**src/hw/rtl/shbd_pkg.sv**
```systemverilog
// Package for the set hashed block directory: sizes, operation codes, status codes,
// the bucket hash and the controller/datapath command structs.
// No dependencies.
package shbd_pkg;

    localparam int SETS_DEF    = 16;
    localparam int ASSOC_DEF   = 512;
    localparam int BUCKETS_DEF = 512;

    localparam int FUNC_W   = 3;
    localparam int SET_W    = 4;
    localparam int IDX_W    = 13;
    localparam int TAG_W    = 48;
    localparam int STATUS_W = 2;

    localparam logic [FUNC_W-1:0] F_LOOKUP = 3'd0;
    localparam logic [FUNC_W-1:0] F_HINS   = 3'd1;
    localparam logic [FUNC_W-1:0] F_HREM   = 3'd2;
    localparam logic [FUNC_W-1:0] F_POP    = 3'd3;
    localparam logic [FUNC_W-1:0] F_FINS   = 3'd4;
    localparam logic [FUNC_W-1:0] F_FREM   = 3'd5;

    localparam logic [STATUS_W-1:0] ST_OK   = 2'd0;
    localparam logic [STATUS_W-1:0] ST_MISS = 2'd1;
    localparam logic [STATUS_W-1:0] ST_ERR  = 2'd2;

    localparam logic [1:0] M_NONE = 2'd0;
    localparam logic [1:0] M_FREE = 2'd1;
    localparam logic [1:0] M_HASH = 2'd2;

    localparam logic [31:0] HASH_INIT = 32'hdeadbeef + 32'd4 + 32'h0000feed;

    // Datapath commands that the controller states drive.
    typedef struct packed {
        logic latch;      // capture the input item
        logic rd_way;     // read tag/link/membership of the addressed way
        logic hash;       // recompute the first hash half (with use_tag)
        logic rd_head;    // register the bucket index and start the head read
        logic rd_walk;    // read the way that the walk pointer names
        logic adv_walk;   // advance the walk pointer to the next link
        logic wr_a;       // first write group (self, head)
        logic wr_b;       // second write group (neighbor links)
        logic pop_sel;    // make the free head the working way
        logic rd_pop;     // read the popped way
        logic use_tag;    // hash the stored tag instead of the input block
    } t_cmd;

    typedef struct packed {
        logic [1:0] memb;     // membership of the working way
        logic       head_vld; // head read is a valid link
        logic       walk_vld; // walk pointer valid and budget left
        logic       hit;      // tag of the walked way equals the block
        logic       set_ok;
        logic       idx_ok;
    } t_sts;

    function automatic logic [31:0] rol32(input logic [31:0] v, input int s);
        rol32 = (v << s) | (v >> (32 - s));
    endfunction

    // One half of the final mix; the datapath registers it and mix_b finishes the hash.
    function automatic logic [95:0] mix_a(input logic [31:0] w);
        logic [31:0] a, b, c;
        a = w + HASH_INIT;
        b = HASH_INIT;
        c = HASH_INIT;
        c = (c ^ b) - rol32(b, 14);
        a = (a ^ c) - rol32(c, 11);
        b = (b ^ a) - rol32(a, 25);
        c = (c ^ b) - rol32(b, 16);
        mix_a = {a, b, c};
    endfunction

    function automatic logic [31:0] mix_b(input logic [95:0] abc);
        logic [31:0] a, b, c;
        a = abc[95:64];
        b = abc[63:32];
        c = abc[31:0];
        a = (a ^ c) - rol32(c, 4);
        b = (b ^ a) - rol32(a, 14);
        c = (c ^ b) - rol32(b, 24);
        mix_b = c;
    endfunction

endpackage

```
**src/hw/rtl/shbd_ctrl.sv**
```systemverilog
// Controller for the set hashed block directory: sequences each item.
// Depends on shbd_pkg.
module shbd_ctrl (
    input  logic                          i_clk,
    input  logic                          i_rst_n,
    input  logic                          i_start,
    input  logic [shbd_pkg::FUNC_W-1:0]   i_func,
    input  shbd_pkg::t_sts                i_sts,
    output shbd_pkg::t_cmd                o_cmd,
    output logic                          o_busy,
    output logic                          o_done,
    output logic [shbd_pkg::STATUS_W-1:0] o_status,
    output logic                          o_res_sel
);
    localparam logic [3:0] S_IDLE  = 4'd0;
    localparam logic [3:0] S_RWAY  = 4'd1;
    localparam logic [3:0] S_HASHA = 4'd2;
    localparam logic [3:0] S_HASHB = 4'd3;
    localparam logic [3:0] S_HEAD  = 4'd4;
    localparam logic [3:0] S_WALK  = 4'd5;
    localparam logic [3:0] S_CMP   = 4'd6;
    localparam logic [3:0] S_WRA   = 4'd7;
    localparam logic [3:0] S_WRB   = 4'd8;
    localparam logic [3:0] S_POPR  = 4'd9;
    localparam logic [3:0] S_DONE  = 4'd10;
    localparam logic [3:0] S_HRD   = 4'd11;

    logic [3:0]                    r_state, n_state;
    logic [shbd_pkg::FUNC_W-1:0]   r_func, n_func;
    logic [shbd_pkg::STATUS_W-1:0] r_stat, n_stat;
    logic                          r_res, n_res;

    always_ff @(posedge i_clk) begin
        if (!i_rst_n) begin
            r_state <= S_IDLE;
            r_func  <= shbd_pkg::F_LOOKUP;
            r_stat  <= shbd_pkg::ST_OK;
            r_res   <= 1'b0;
        end else begin
            r_state <= n_state;
            r_func  <= n_func;
            r_stat  <= n_stat;
            r_res   <= n_res;
        end
    end

    always_comb begin
        n_state = r_state;
        n_func  = r_func;
        n_stat  = r_stat;
        n_res   = r_res;
        o_cmd   = '0;
        o_done  = 1'b0;
        unique case (r_state)
            S_IDLE: begin
                if (i_start) begin
                    o_cmd.latch = 1'b1;
                    n_func  = i_func;
                    n_state = S_RWAY;
                    n_res   = 1'b0;
                end
            end
            S_RWAY: begin
                o_cmd.rd_way = 1'b1;
                n_state = S_HASHA;
            end
            S_HASHA: begin
                n_state = S_HASHB;
                n_stat  = shbd_pkg::ST_ERR;
                case (r_func) inside
                    shbd_pkg::F_LOOKUP, shbd_pkg::F_POP:
                        if (!i_sts.set_ok) n_state = S_DONE;
                    shbd_pkg::F_HINS, shbd_pkg::F_FINS:
                        if (!i_sts.idx_ok || i_sts.memb != shbd_pkg::M_NONE)
                            n_state = S_DONE;
                    shbd_pkg::F_HREM:
                        if (!i_sts.idx_ok || i_sts.memb != shbd_pkg::M_HASH)
                            n_state = S_DONE;
                    shbd_pkg::F_FREM:
                        if (!i_sts.idx_ok || i_sts.memb != shbd_pkg::M_FREE)
                            n_state = S_DONE;
                    default: n_state = S_DONE;
                endcase
            end
            S_HASHB: begin
                o_cmd.hash    = 1'b1;
                o_cmd.use_tag = (r_func == shbd_pkg::F_HREM);
                n_state = S_HEAD;
            end
            S_HEAD: begin
                o_cmd.rd_head = 1'b1;
                n_stat  = shbd_pkg::ST_OK;
                n_state = S_HRD;
            end
            S_HRD: begin
                // The selected head is being read; it is valid in the next state.
                case (r_func)
                    shbd_pkg::F_LOOKUP: n_state = S_WALK;
                    shbd_pkg::F_POP:    n_state = S_POPR;
                    default:            n_state = S_WRA;
                endcase
            end
            S_POPR: begin
                if (!i_sts.head_vld) begin
                    n_stat  = shbd_pkg::ST_MISS;
                    n_state = S_DONE;
                end else begin
                    o_cmd.pop_sel = 1'b1;
                    n_res   = 1'b1;
                    n_state = S_WALK;
                end
            end
            S_WALK: begin
                if (r_func == shbd_pkg::F_POP) begin
                    o_cmd.rd_pop = 1'b1;
                    n_state = S_WRA;
                end else if (!i_sts.walk_vld) begin
                    n_stat  = shbd_pkg::ST_MISS;
                    n_state = S_DONE;
                end else begin
                    o_cmd.rd_walk = 1'b1;
                    n_state = S_CMP;
                end
            end
            S_CMP: begin
                if (i_sts.hit) begin
                    n_res   = 1'b1;
                    n_state = S_DONE;
                end else begin
                    o_cmd.adv_walk = 1'b1;
                    n_state = S_WALK;
                end
            end
            S_WRA: begin
                o_cmd.wr_a = 1'b1;
                n_state = S_WRB;
            end
            S_WRB: begin
                o_cmd.wr_b = 1'b1;
                n_state = S_DONE;
            end
            S_DONE: begin
                o_done  = 1'b1;
                n_state = S_IDLE;
            end
            default: n_state = S_IDLE;
        endcase
    end

    assign o_busy    = (r_state != S_IDLE);
    assign o_status  = r_stat;
    assign o_res_sel = r_res;
endmodule

```
**config.mk**
```make
export PLATFORM = sky130hd
export DESIGN_NAME = shbd_ctrl
export DESIGN_NICKNAME = d
export VERILOG_FILES = /design/src/hw/rtl/shbd_pkg.sv /design/src/hw/rtl/shbd_ctrl.sv
export SDC_FILE = /design/constraint.sdc
export NUM_CORES = 1
export LEC_CHECK = 0
export ABC_CLOCK_PERIOD_IN_PS = 2990
export BUFFER_PORTS_ARGS = -buffer_cell sky130_fd_sc_hd__clkbuf_2
export CAP_MARGIN = 15
export CORE_MARGIN = 5
export CORE_UTILIZATION = 51
export CTS_CLUSTER_SIZE = 16
export DETAILED_ROUTE_END_ITERATION = 12
export PLACE_DENSITY = 0.83
export REMOVE_ABC_BUFFERS = 1
export SLEW_MARGIN = 0
export SYNTH_ARGS = -nofsm -noshare
export SYNTH_HDL_FRONTEND = slang
export SYNTH_SLANG_ARGS = --single-unit
```
**constraint.sdc**
```tcl
create_clock -name i_clk -period 2.99 [get_ports i_clk]
set_input_delay 0.598 -clock i_clk [delete_from_list [all_inputs] [get_ports i_clk]]
set_output_delay 0.598 -clock i_clk [all_outputs]
set_load 0.03 [all_outputs]
```
==> results of run 1 <==
[area by class of cell]
cell class / count / area (sq um) / area share [%]
Clock buffer: 3 / 22.52 / 2.446
Inverter: 6 / 22.52 / 2.446
Multi-Input combinational cell: 79 / 515.5 / 55.98
Sequential cell: 10 / 200.2 / 21.74
Tap cell: 16 / 20.02 / 2.174
Timing Repair Buffer: 28 / 140.1 / 15.22
[cells by family after synthesis]
| logic type | Yosys count | synth area share (%) |
|---|---|---|
| DFF | 10 | 25.60 |
| muxes | 3 | 3.840 |
| AOI/OAI and AO/OA | 22 | 20.96 |
| and+or+nand+nor | 52 | 38.88 |
| buffers and inverters | 12 | 8.480 |
| xor gates and xnor gates | 2 | 2.240 |
[synth_stat cells]
library cell  number
o211ai_1           2
or3b_1             2
o21a_1             2
buf_2              2
nor4bb_1           1
inv_1              6
and2_1             1
and3_1             3
nor2_1            13
nand3_1            2
clkbuf_1           1
o2111ai_1          1
a21oi_1            4
o211a_1            2
o2bb2ai_1          1
and3b_1            1
a41o_1             1
nand2b_1           4
buf_6              2
nand4bb_1          1
nor2b_1            4
buf_4              1
nor3_2             1
dfxtp_1           10
nor3_1             7
nor2_2             1
and4_1             1
mux2i_1            3
nand3b_1           2
a221oi_1           1
xor2_1             2
o22ai_1            1
nor4_1             2
nor4b_1            1
o21ai_0            3
o32ai_1            2
a2111oi_1          1
nand2_1            4
a311oi_1           1
or4_4              1
[routing by layer]
layer  vias to the layer above  part of all wire (%)  GRT usage (%)
li1                        430                     -              -
met1                       380                    42          20.77
met2                        36                    49          24.03
met3                         2                   8.0          3.976
met4                         0                  0.63          7.623
met5                         -                     0              0
[registers in the layout (all words and copies together), names as in the netlist]
signal / flops
o_res_sel: 1
o_status: 2
r_func: 3
r_state: 4
[how the worst max path moves through the flow]
| stage | to | start | slack [ns] |
|---|---|---|---|
| 2_1_floorplan | o_cmd[0] | r_state[0] | 0.22 |
| 3_3_place_gp | o_cmd[0] | r_state[0] | 0.97 |
| 3_5_place_dp | o_cmd[0] | r_state[0] | 0.93 |
| 4_1_cts | o_cmd[0] | r_state[0] | 0.63 |
| 5_1_grt | o_cmd[0] | r_state[0] | 0.49 |
| 6_report | o_cmd[0] | r_state[0] | 0.63 |
[power breakdown]
group	switching, mW	leakage (nW)	internal [mW]
Sequential	0.0806	0.0816	0.167
Clock	0.0401	0.0138	0.0462
Combinational	0.231	0.363	0.139
==> impl_metrics.py, run 1 <==
metrics = {
    "place": {
        "dpl_worst_slack_ns": 0.9269,
        "hpwl_detailed_mm": 1.477,
        "io_buffer_count": 28,
        "cell_count_after_placement": 139,
        "gpl.final_weighted_congestion": 0.8830,
        "place_area_sq_um": 898.4,
    },
    "critical_path": {
        "critical_path.reg2reg.endpoint": "r_state[0]",
        "crit_buf_inv": 1,
        "critPathCaptureType": "output port",
        "critPathSlowestCell": "dfxtp_1",
        "critPathRequiredTime_ns": 2.39,
        "critical_path.max_stage_delay_ns": 0.64,
        "cp_data_arrival_time_ns": 1.76,
        "timing.critical_path.cells": "nand2b_1 > nor2_1 > nor4bb_1 > clkbuf_2",
        "worstSetupStartpointType": "flop",
        "cpLargestDelayFamily": "flip-flops",
        "ff2ff_setup_slack_ns": 1.30,
        "crit_path_max_fanout": 17,
        "crit-reg2reg-launch": "r_state[2]",
        "rr_worst_depth": 4,
        "path_depth": 4,
        "path_class": "flop to output port",
    },
    "outcome": {
        "outcome": "complete, no violations",
    },
    "global_route": {
        "grt_pass1_wl_mm": 3.180,
        "gr-usage-all-layers_pct": 15.92,
        "antenna_violations_before_repair": 0,
        "grt_start_max_net_pins": 19,
        "grt-ovfl-total": 0,
        "grt_pass1_vias": 740,
    },
    "sta": {
        "total_negative_setup_slack_ns": 0,
        "setup-violations-final": 0,
        "worst_clock_skew_ns": 0.001535,
        "finalCriticalPeriod_ns": 2.359,
        "final-max-slew-violation-count": 0,
        "hold-worst-slack_ns": 0.4655,
        "grt_setup_unrepaired": "no",
        "max_slew_margin_pct": 62.61,
        "fin_ws_ns": 0.6310,
        "final_hold_viol_count": 0,
        "final_clock_period_utilization_by_the_worst_path_pct": 78.90,
        "max_slew.worst_pin.slew_ns": 0.5601,
        "f_max_mhz": 423.9,
    },
    "layout": {
        "diodes": 0,
        "layout_cell_share_with_drive_strength_beyond_1_pct": 26.98,
        "final-instance-count-excl-fill": 142,
        "postLayoutCoreUtil_pct": 62.59,
        "layout.cells.most_common_list": "28 x clkbuf_2, 13 x nor2_1, 10 x dfxtp_1",
        "layout_commonest_cell": "clkbuf_2",
        "fill_cell_total_of_the_finished_layout": 144,
        "fin_area_sq_um": 920.9,
        "num-nets-final": 141,
        "areaGrowthSynthToFinish_pct": 17.76,
    },
    "drt": {
        "wl_mm": 1.894,
        "detail-route-antenna-nets": 0,
        "wl_per_cell_microns": 13.34,
        "drt-vias-per-instance": 5.972,
        "drt_pre_antenna_iters": 4,
        "post-route-drc-count": 0,
        "vias": 848,
        "detail_route.iter0.violations": 30,
    },
    "yosys": {
        "synth_area_leader_cell": "dfxtp_1",
        "yosys_register_bits": 10,
        "synth.avg_cell_area_sq_um": 7.743,
        "yosys.cell_types.count": 40,
        "synth_largest_type_area_fraction_pct": 25.60,
        "yosysSeqAreaShare_pct": 25.60,
        "ys_top_cells_by_area": "dfxtp_1 26%, nor2_1 6.2%, nor3_1 4.5%",
        "synth.yosys.warnings": 0,
        "syn-cell-area_sq_um": 782.0,
        "syn_inst": 101,
    },
    "cts": {
        "cts_tree": "done",
        "clkSlewWorstSetupHoldPaths_ns": 0.06,
        "clock_tree_sinks": 10,
        "worstSkewPairLatency_ns": 0.25,
        "cts_hold_buf": 0,
        "cts_made_buffers": 3,
        "htree_num_levels": 1,
        "cts.repair.resized": 0,
        "cts.repair_timing.setup_buffer_count": 0,
        "clock-root-buffer": "clkbuf_4",
        "max-clock-path-buffers": 2,
    },
    "worst_hold_path": {
        "hp-start": "o_status[0]",
        "timing.hold.worst_endpoint": "o_status[0]",
        "hold-path-cell-count": 1,
        "hold_class": "flop to flop",
    },
    "floorplan": {
        "io_pins": 29,
        "floorplan.initialDensity_pct": 53.15,
        "placeableCoreArea_sq_um": 1471,
        "die_width_microns": 49.16,
        "placementRows": 14,
        "die-area_sq_um": 2416,
        "dieHeight_microns": 49.16,
    },
    "flow_run": {
        "drv.max_cap_violation_count": 0,
    },
    "power": {
        "static-leakage-power_nw": 0.4589,
        "powerDensity_nw_per_um2": 764.0,
        "fin_total_pwr_uw": 703.5,
        "ir_drop_mv": 0.5144,
    },
}
(Power assumes the default switching activity.)
==> run 2, diff against run 1 <==
--- a/config.mk
+++ b/config.mk
@@ -5,14 +5,14 @@
 export SDC_FILE = /design/constraint.sdc
 export NUM_CORES = 1
 export LEC_CHECK = 0
-export ABC_CLOCK_PERIOD_IN_PS = 2990
+export ABC_CLOCK_PERIOD_IN_PS = 2330
 export BUFFER_PORTS_ARGS = -buffer_cell sky130_fd_sc_hd__clkbuf_2
 export CAP_MARGIN = 15
 export CORE_MARGIN = 5
-export CORE_UTILIZATION = 51
+export CORE_UTILIZATION = 47
 export CTS_CLUSTER_SIZE = 16
 export DETAILED_ROUTE_END_ITERATION = 12
-export PLACE_DENSITY = 0.83
+export PLACE_DENSITY = 0.78
 export REMOVE_ABC_BUFFERS = 1
 export SLEW_MARGIN = 0
 export SYNTH_ARGS = -nofsm -noshare
==> constraint.sdc (replaced) <==
create_clock -name i_clk -period 2.33 [get_ports i_clk]
set_input_delay 0.466 -clock i_clk [delete_from_list [all_inputs] [get_ports i_clk]]
set_output_delay 0.466 -clock i_clk [all_outputs]
set_load 0.03 [all_outputs]
==> impl_metrics.py, run 2 (synthesized netlist as in run 1, its figures left out) <==
metrics = {
    "drt": {
        "wl_per_cell_microns": 14.25,
        "drt-vias-per-instance": 6.000,
        "drt_pre_antenna_iters": 4,
        "detail_route.iter0.violations": 20,
        "detail-route-antenna-nets": 0,
        "vias": 858,
        "post-route-drc-count": 0,
        "wl_mm": 2.038,
    },
    "layout": {
        "seqCellArea_sq_um": 202.7,
        "area_occupied_by_multi_input_gates_sq_um": 515.5,
        "num-nets-final": 142,
        "diodes": 0,
        "layout_commonest_cell": "clkbuf_2",
        "layout_cell_share_with_drive_strength_beyond_1_pct": 29.13,
        "areaGrowthSynthToFinish_pct": 19.04,
        "largest-register": "r_state",
        "final-instance-count-excl-fill": 143,
        "fill_cell_total_of_the_finished_layout": 149,
        "layout.cells.most_common_list": "28 x clkbuf_2, 13 x nor2_1, 8 x dfxtp_1",
        "number_of_flip_flops_under_the_largest_register_name": 4,
    },
    "critical_path": {
        "path_depth": 4,
        "critPathLaunch": "r_state[3]",
        "critPathCaptureType": "output port",
        "crit_buf_inv": 2,
        "cp-endpoint": "o_cmd[10]",
        "crit-reg2reg-launch": "r_state[3]",
        "timing.critical_path.cells": "nor2_1 > nand3_1 > inv_1 > clkbuf_2",
        "path_class": "flop to output port",
        "worstSetupStartpointType": "flop",
        "critical_path.reg2reg.endpoint": "r_state[3]",
        "rr_worst_depth": 4,
        "cp_data_arrival_time_ns": 1.72,
        "critPathSlowestCell": "dfxtp_1",
        "critical_path.max_stage_delay_ns": 0.44,
        "critPathRequiredTime_ns": 1.86,
        "crit_path_max_fanout": 15,
        "ff2ff_setup_slack_ns": 0.74,
        "cpLargestDelayFamily": "simple AND/OR/NAND/NOR gates",
    },
    "place": {
        "hpwl_detailed_mm": 1.564,
        "io_buffer_count": 28,
        "cell_count_after_placement": 140,
        "dpl_worst_slack_ns": 0.4489,
        "gpl.final_weighted_congestion": 0.8968,
    },
    "sta": {
        "setup-violations-final": 0,
        "grt_setup_unrepaired": "no",
        "fin_ws_ns": 0.1477,
        "worst_clock_skew_ns": 0.009249,
        "max_slew_margin_pct": 70.50,
        "final-max-slew-violation-count": 0,
        "finalCriticalPeriod_ns": 2.182,
        "final_hold_viol_count": 0,
        "max_slew.worst_pin.slew_ns": 0.4363,
        "f_max_mhz": 458.2,
        "final_clock_period_utilization_by_the_worst_path_pct": 93.66,
    },
    "floorplan": {
        "die-area_sq_um": 2580,
        "placeableCoreArea_sq_um": 1541,
        "die_width_microns": 50.79,
        "placementRows": 14,
        "dieHeight_microns": 50.79,
        "floorplan.initialDensity_pct": 50.73,
        "io_pins": 29,
    },
    "global_route": {
        "grt-ovfl-total": 0,
        "gr-usage-all-layers_pct": 15.97,
        "grt_pass1_wl_mm": 3.284,
        "antenna_violations_before_repair": 0,
        "grt_start_max_net_pins": 19,
        "grt_pass1_vias": 782,
    },
    "cts": {
        "worstSkewPairLatency_ns": 0.27,
        "htree_num_levels": 1,
        "max-clock-path-buffers": 2,
        "cts_tree": "done",
        "clock_tree_sinks": 10,
        "cts.repair_timing.setup_buffer_count": 0,
        "cts_made_buffers": 3,
        "clkSlewWorstSetupHoldPaths_ns": 0.07,
        "clock-root-buffer": "clkbuf_4",
    },
    "power": {
        "fin_total_pwr_uw": 930.7,
        "powerDensity_nw_per_um2": 999.8,
        "ir_drop_mv": 0.6361,
        "static-leakage-power_nw": 0.4650,
    },
    "flow_run": {
        "drv.max_cap_violation_count": 0,
    },
    "worst_hold_path": {
        "hold_class": "primary input to flop",
        "hp-start": "i_func[2]",
    },
    "outcome": {
        "outcome": "complete, no violations",
    },
}
-- run 2: cell count changes in the layout (fill, tap and decap cells not counted), sizes merged --
cell and change:
buf +1
-- run 2: worst min-delay path by stage --
| stage | end | slack [ns] | depth (start not counted) |
|---|---|---|---|
| 2_1_floorplan | r_func[2] | 0.56 | 2 |
| 3_3_place_gp | o_status[0] | 0.45 | 1 |
| 3_5_place_dp | o_status[1] | 0.45 | 2 |
| 4_1_cts | r_func[2] | 0.43 | 3 |
| 5_1_grt | r_func[0] | 0.43 | 3 |
| 6_report | r_func[2] | 0.42 | 3 |
-- run 2: worst min-delay path, cell delays in order --
cell	delay, ns
clkbuf_2	0.07
mux2i_1	0.05
nor2_1	0.07
-- run 2: power by group --
part,internal [mW],switching [mW]
sequential,0.216,0.0733
clock,0.0596,0.0598
combinational,0.189,0.333
-- run 2: timing repair --
item,4_1_cts,5_1_grt
resized for setup,0,2
hold buffers,0,0
endpoints found under the setup margin,0,1
-- run 2: layout make-up --
type | count | share of cell area (%)
sequential | 10 | 21.77
timing repair buffer | 29 | 15.86
multi-input combinational | 79 | 55.38
clock buffer | 3 | 2.419
tap | 16 | 2.151
inverter | 6 | 2.419
-- run 2: metal layers --
layer / GRT usage (%) / up-vias / wire length [microns]
met1: 19.22 / 388 / 923
met3: 3.254 / 5 / 141
met2: 25.41 / 40 / 927
met5: 0 / - / 0
li1: - / 425 / -
met4: 10.21 / 0 / 44
-- run 2: metrics by stage --
step / hold WS (ns) / utilization [%] / area (sq um) / setup TNS, ns
after global routing: 0.4348 / 60.39 / 930.9 / 0
after detailed placement: 0.4504 / 58.77 / 905.9 / 0
after global placement: 0.4528 / 58.77 / 905.9 / 0
after floorplan: 0.5550 / - / 738.2 / -0.3050
final: 0.4245 / 60.39 / 930.9 / 0
after CTS: 0.4300 / 60.23 / 928.4 / 0
==> run 3, diff against run 2 <==
--- a/config.mk
+++ b/config.mk
@@ -7,14 +7,16 @@
 export LEC_CHECK = 0
 export ABC_CLOCK_PERIOD_IN_PS = 2330
 export BUFFER_PORTS_ARGS = -buffer_cell sky130_fd_sc_hd__clkbuf_2
-export CAP_MARGIN = 15
+export CAP_MARGIN = 5
 export CORE_MARGIN = 5
 export CORE_UTILIZATION = 47
 export CTS_CLUSTER_SIZE = 16
 export DETAILED_ROUTE_END_ITERATION = 12
 export PLACE_DENSITY = 0.78
+export RECOVER_POWER = 50
 export REMOVE_ABC_BUFFERS = 1
 export SLEW_MARGIN = 0
 export SYNTH_ARGS = -nofsm -noshare
 export SYNTH_HDL_FRONTEND = slang
 export SYNTH_SLANG_ARGS = --single-unit
+export TNS_END_PERCENT = 100
==> impl_metrics.py, run 3 (synthesized netlist as in run 1, its figures left out) <==
metrics = {
    "outcome": {
        "outcome": "complete, no violations",
    },
    "sta": {
        "setup-violations-final": 0,
        "final_clock_period_utilization_by_the_worst_path_pct": 93.69,
        "hold-worst-slack_ns": 0.4244,
        "max_slew.worst_pin.slew_ns": 0.4363,
        "total_negative_setup_slack_ns": 0,
        "f_max_mhz": 458.1,
        "max_slew_margin_pct": 70.50,
        "final-max-slew-violation-count": 0,
        "worst_clock_skew_ns": 0.009715,
        "final_hold_viol_count": 0,
        "grt_setup_unrepaired": "no",
        "finalCriticalPeriod_ns": 2.183,
        "fin_ws_ns": 0.1470,
    },
    "layout": {
        "fin_area_sq_um": 927.1,
        "diodes": 0,
        "layout.cells.most_common_list": "25 x clkbuf_2, 13 x nor2_1, 8 x dfxtp_1",
        "layout_cell_share_with_drive_strength_beyond_1_pct": 26.77,
        "layout_commonest_cell": "clkbuf_2",
        "num-nets-final": 142,
        "areaGrowthSynthToFinish_pct": 18.56,
        "largest-register": "r_state",
        "number_of_flip_flops_under_the_largest_register_name": 4,
    },
    "critical_path": {
        "rr_worst_depth": 4,
        "cp_data_arrival_time_ns": 1.72,
        "critPathRequiredTime_ns": 1.86,
        "ff2ff_setup_slack_ns": 0.74,
        "critical_path.reg2reg.endpoint": "r_state[3]",
        "critPathCaptureType": "output port",
        "crit-reg2reg-launch": "r_state[3]",
        "crit_path_max_fanout": 15,
        "path_class": "flop to output port",
        "worstSetupStartpointType": "flop",
    },
    "worst_hold_path": {
        "timing.hold.worst_endpoint": "r_func[2]",
        "hold-path-cell-count": 3,
        "hold_class": "primary input to flop",
        "hp-start": "i_func[2]",
    },
    "floorplan": {
        "placeableCoreArea_sq_um": 1541,
        "placementRows": 14,
        "die-area_sq_um": 2580,
        "io_pins": 29,
        "floorplan.initialDensity_pct": 50.73,
        "dieHeight_microns": 50.79,
        "die_width_microns": 50.79,
    },
    "cts": {
        "cts_hold_buf": 0,
        "cts_tree": "done",
        "clkSlewWorstSetupHoldPaths_ns": 0.07,
        "max-clock-path-buffers": 2,
        "cts.repair.resized": 0,
        "clock-root-buffer": "clkbuf_4",
        "cts.repair_timing.setup_buffer_count": 0,
        "cts_made_buffers": 3,
        "worstSkewPairLatency_ns": 0.27,
        "htree_num_levels": 1,
        "clock_tree_sinks": 10,
    },
    "power": {
        "powerDensity_nw_per_um2": 999.7,
        "clock_power_share_pct": 12.9,
        "fin_total_pwr_uw": 926.9,
        "ir_drop_mv": 0.6359,
        "cell_internal_pwr_uw": 461.9,
        "switching_share_of_power_pct": 50.17,
        "static-leakage-power_nw": 0.4547,
        "seq_power_share_pct": 31.3,
        "netSwitchingPower_uw": 465.0,
        "comb_power_share_pct": 55.9,
    },
    "global_route": {
        "grt_pass1_vias": 782,
        "grt_pass1_wl_mm": 3.284,
        "antenna_violations_before_repair": 0,
        "grt-ovfl-total": 0,
        "gr-usage-all-layers_pct": 15.97,
        "grt_start_max_net_pins": 19,
    },
    "place": {
        "gpl.final_weighted_congestion": 0.8968,
        "hpwl_detailed_mm": 1.564,
        "place_area_sq_um": 905.9,
        "dpl_worst_slack_ns": 0.4489,
        "io_buffer_count": 28,
    },
    "drt": {
        "wl_per_cell_microns": 14.25,
        "met1_length_microns": 930,
        "vias": 869,
        "detailroute.wirelength.met3_microns": 152,
        "post-route-drc-count": 0,
        "wl_mm": 2.038,
        "drt_pre_antenna_iters": 4,
        "detail_route_met2_wl_microns": 910,
        "drt-vias-per-instance": 6.077,
        "detail-route-antenna-nets": 0,
        "top_layer": "met4",
        "detail_route.iter0.violations": 20,
    },
    "flow_run": {
        "drv.max_cap_violation_count": 0,
    },
}
-- run 3: per-layer routing --
metal  up-vias  global-route usage [%]
met4         0                   10.21
li1        426                       -
met2        46                   25.41
met5         -                       0
met3         5                   3.254
met1       392                   19.22
-- run 3: through the flow --
| step | utilization [%] | std cells |
|---|---|---|
| after floorplan | - | 95 |
| after global placement | 58.77 | 140 |
| after detailed placement | 58.77 | 140 |
| after CTS | 60.23 | 143 |
| after global routing | 60.15 | 143 |
| final | 60.15 | 143 |
-- run 3: cell type report --
class                           count  area (sq um)
Clock buffer                        3         22.52
Multi-Input combinational cell     79         515.5
Timing Repair Buffer               29         143.9
Fill cell                         150         614.3
Inverter                            6         22.52
Sequential cell                    10         202.7
Tap cell                           16         20.02
-- run 3: power by group through the flow --
stage	logic [mW]	clock network (mW)	registers, mW
after floorplan	0.338	0	0.320
after global placement	0.516	0	0.283
after detailed placement	0.519	0	0.289
after CTS	0.521	0.121	0.285
after global routing	0.566	0.132	0.297
final	0.518	0.119	0.290
-- run 3: worst max path at each step --
stage               startpoint  depth (start not counted)         to  slack, ns
global route        r_state[3]                          4  o_cmd[10]       0.03
finish              r_state[3]                          4  o_cmd[10]       0.15
CTS                 r_state[2]                          4   o_cmd[0]       0.16
global placement    r_state[2]                          3   o_cmd[5]       0.50
floorplan           r_state[0]                          3   o_cmd[0]      -0.30
detailed placement  r_state[2]                          4   o_cmd[0]       0.45
-- run 3: worst max-delay path, cell delays in order (launching register included) --
cell and delay (ns):
dfxtp_1 0.44, nor2_1 0.39, nand3_1 0.25, inv_1 0.14
clkbuf_2 0.21
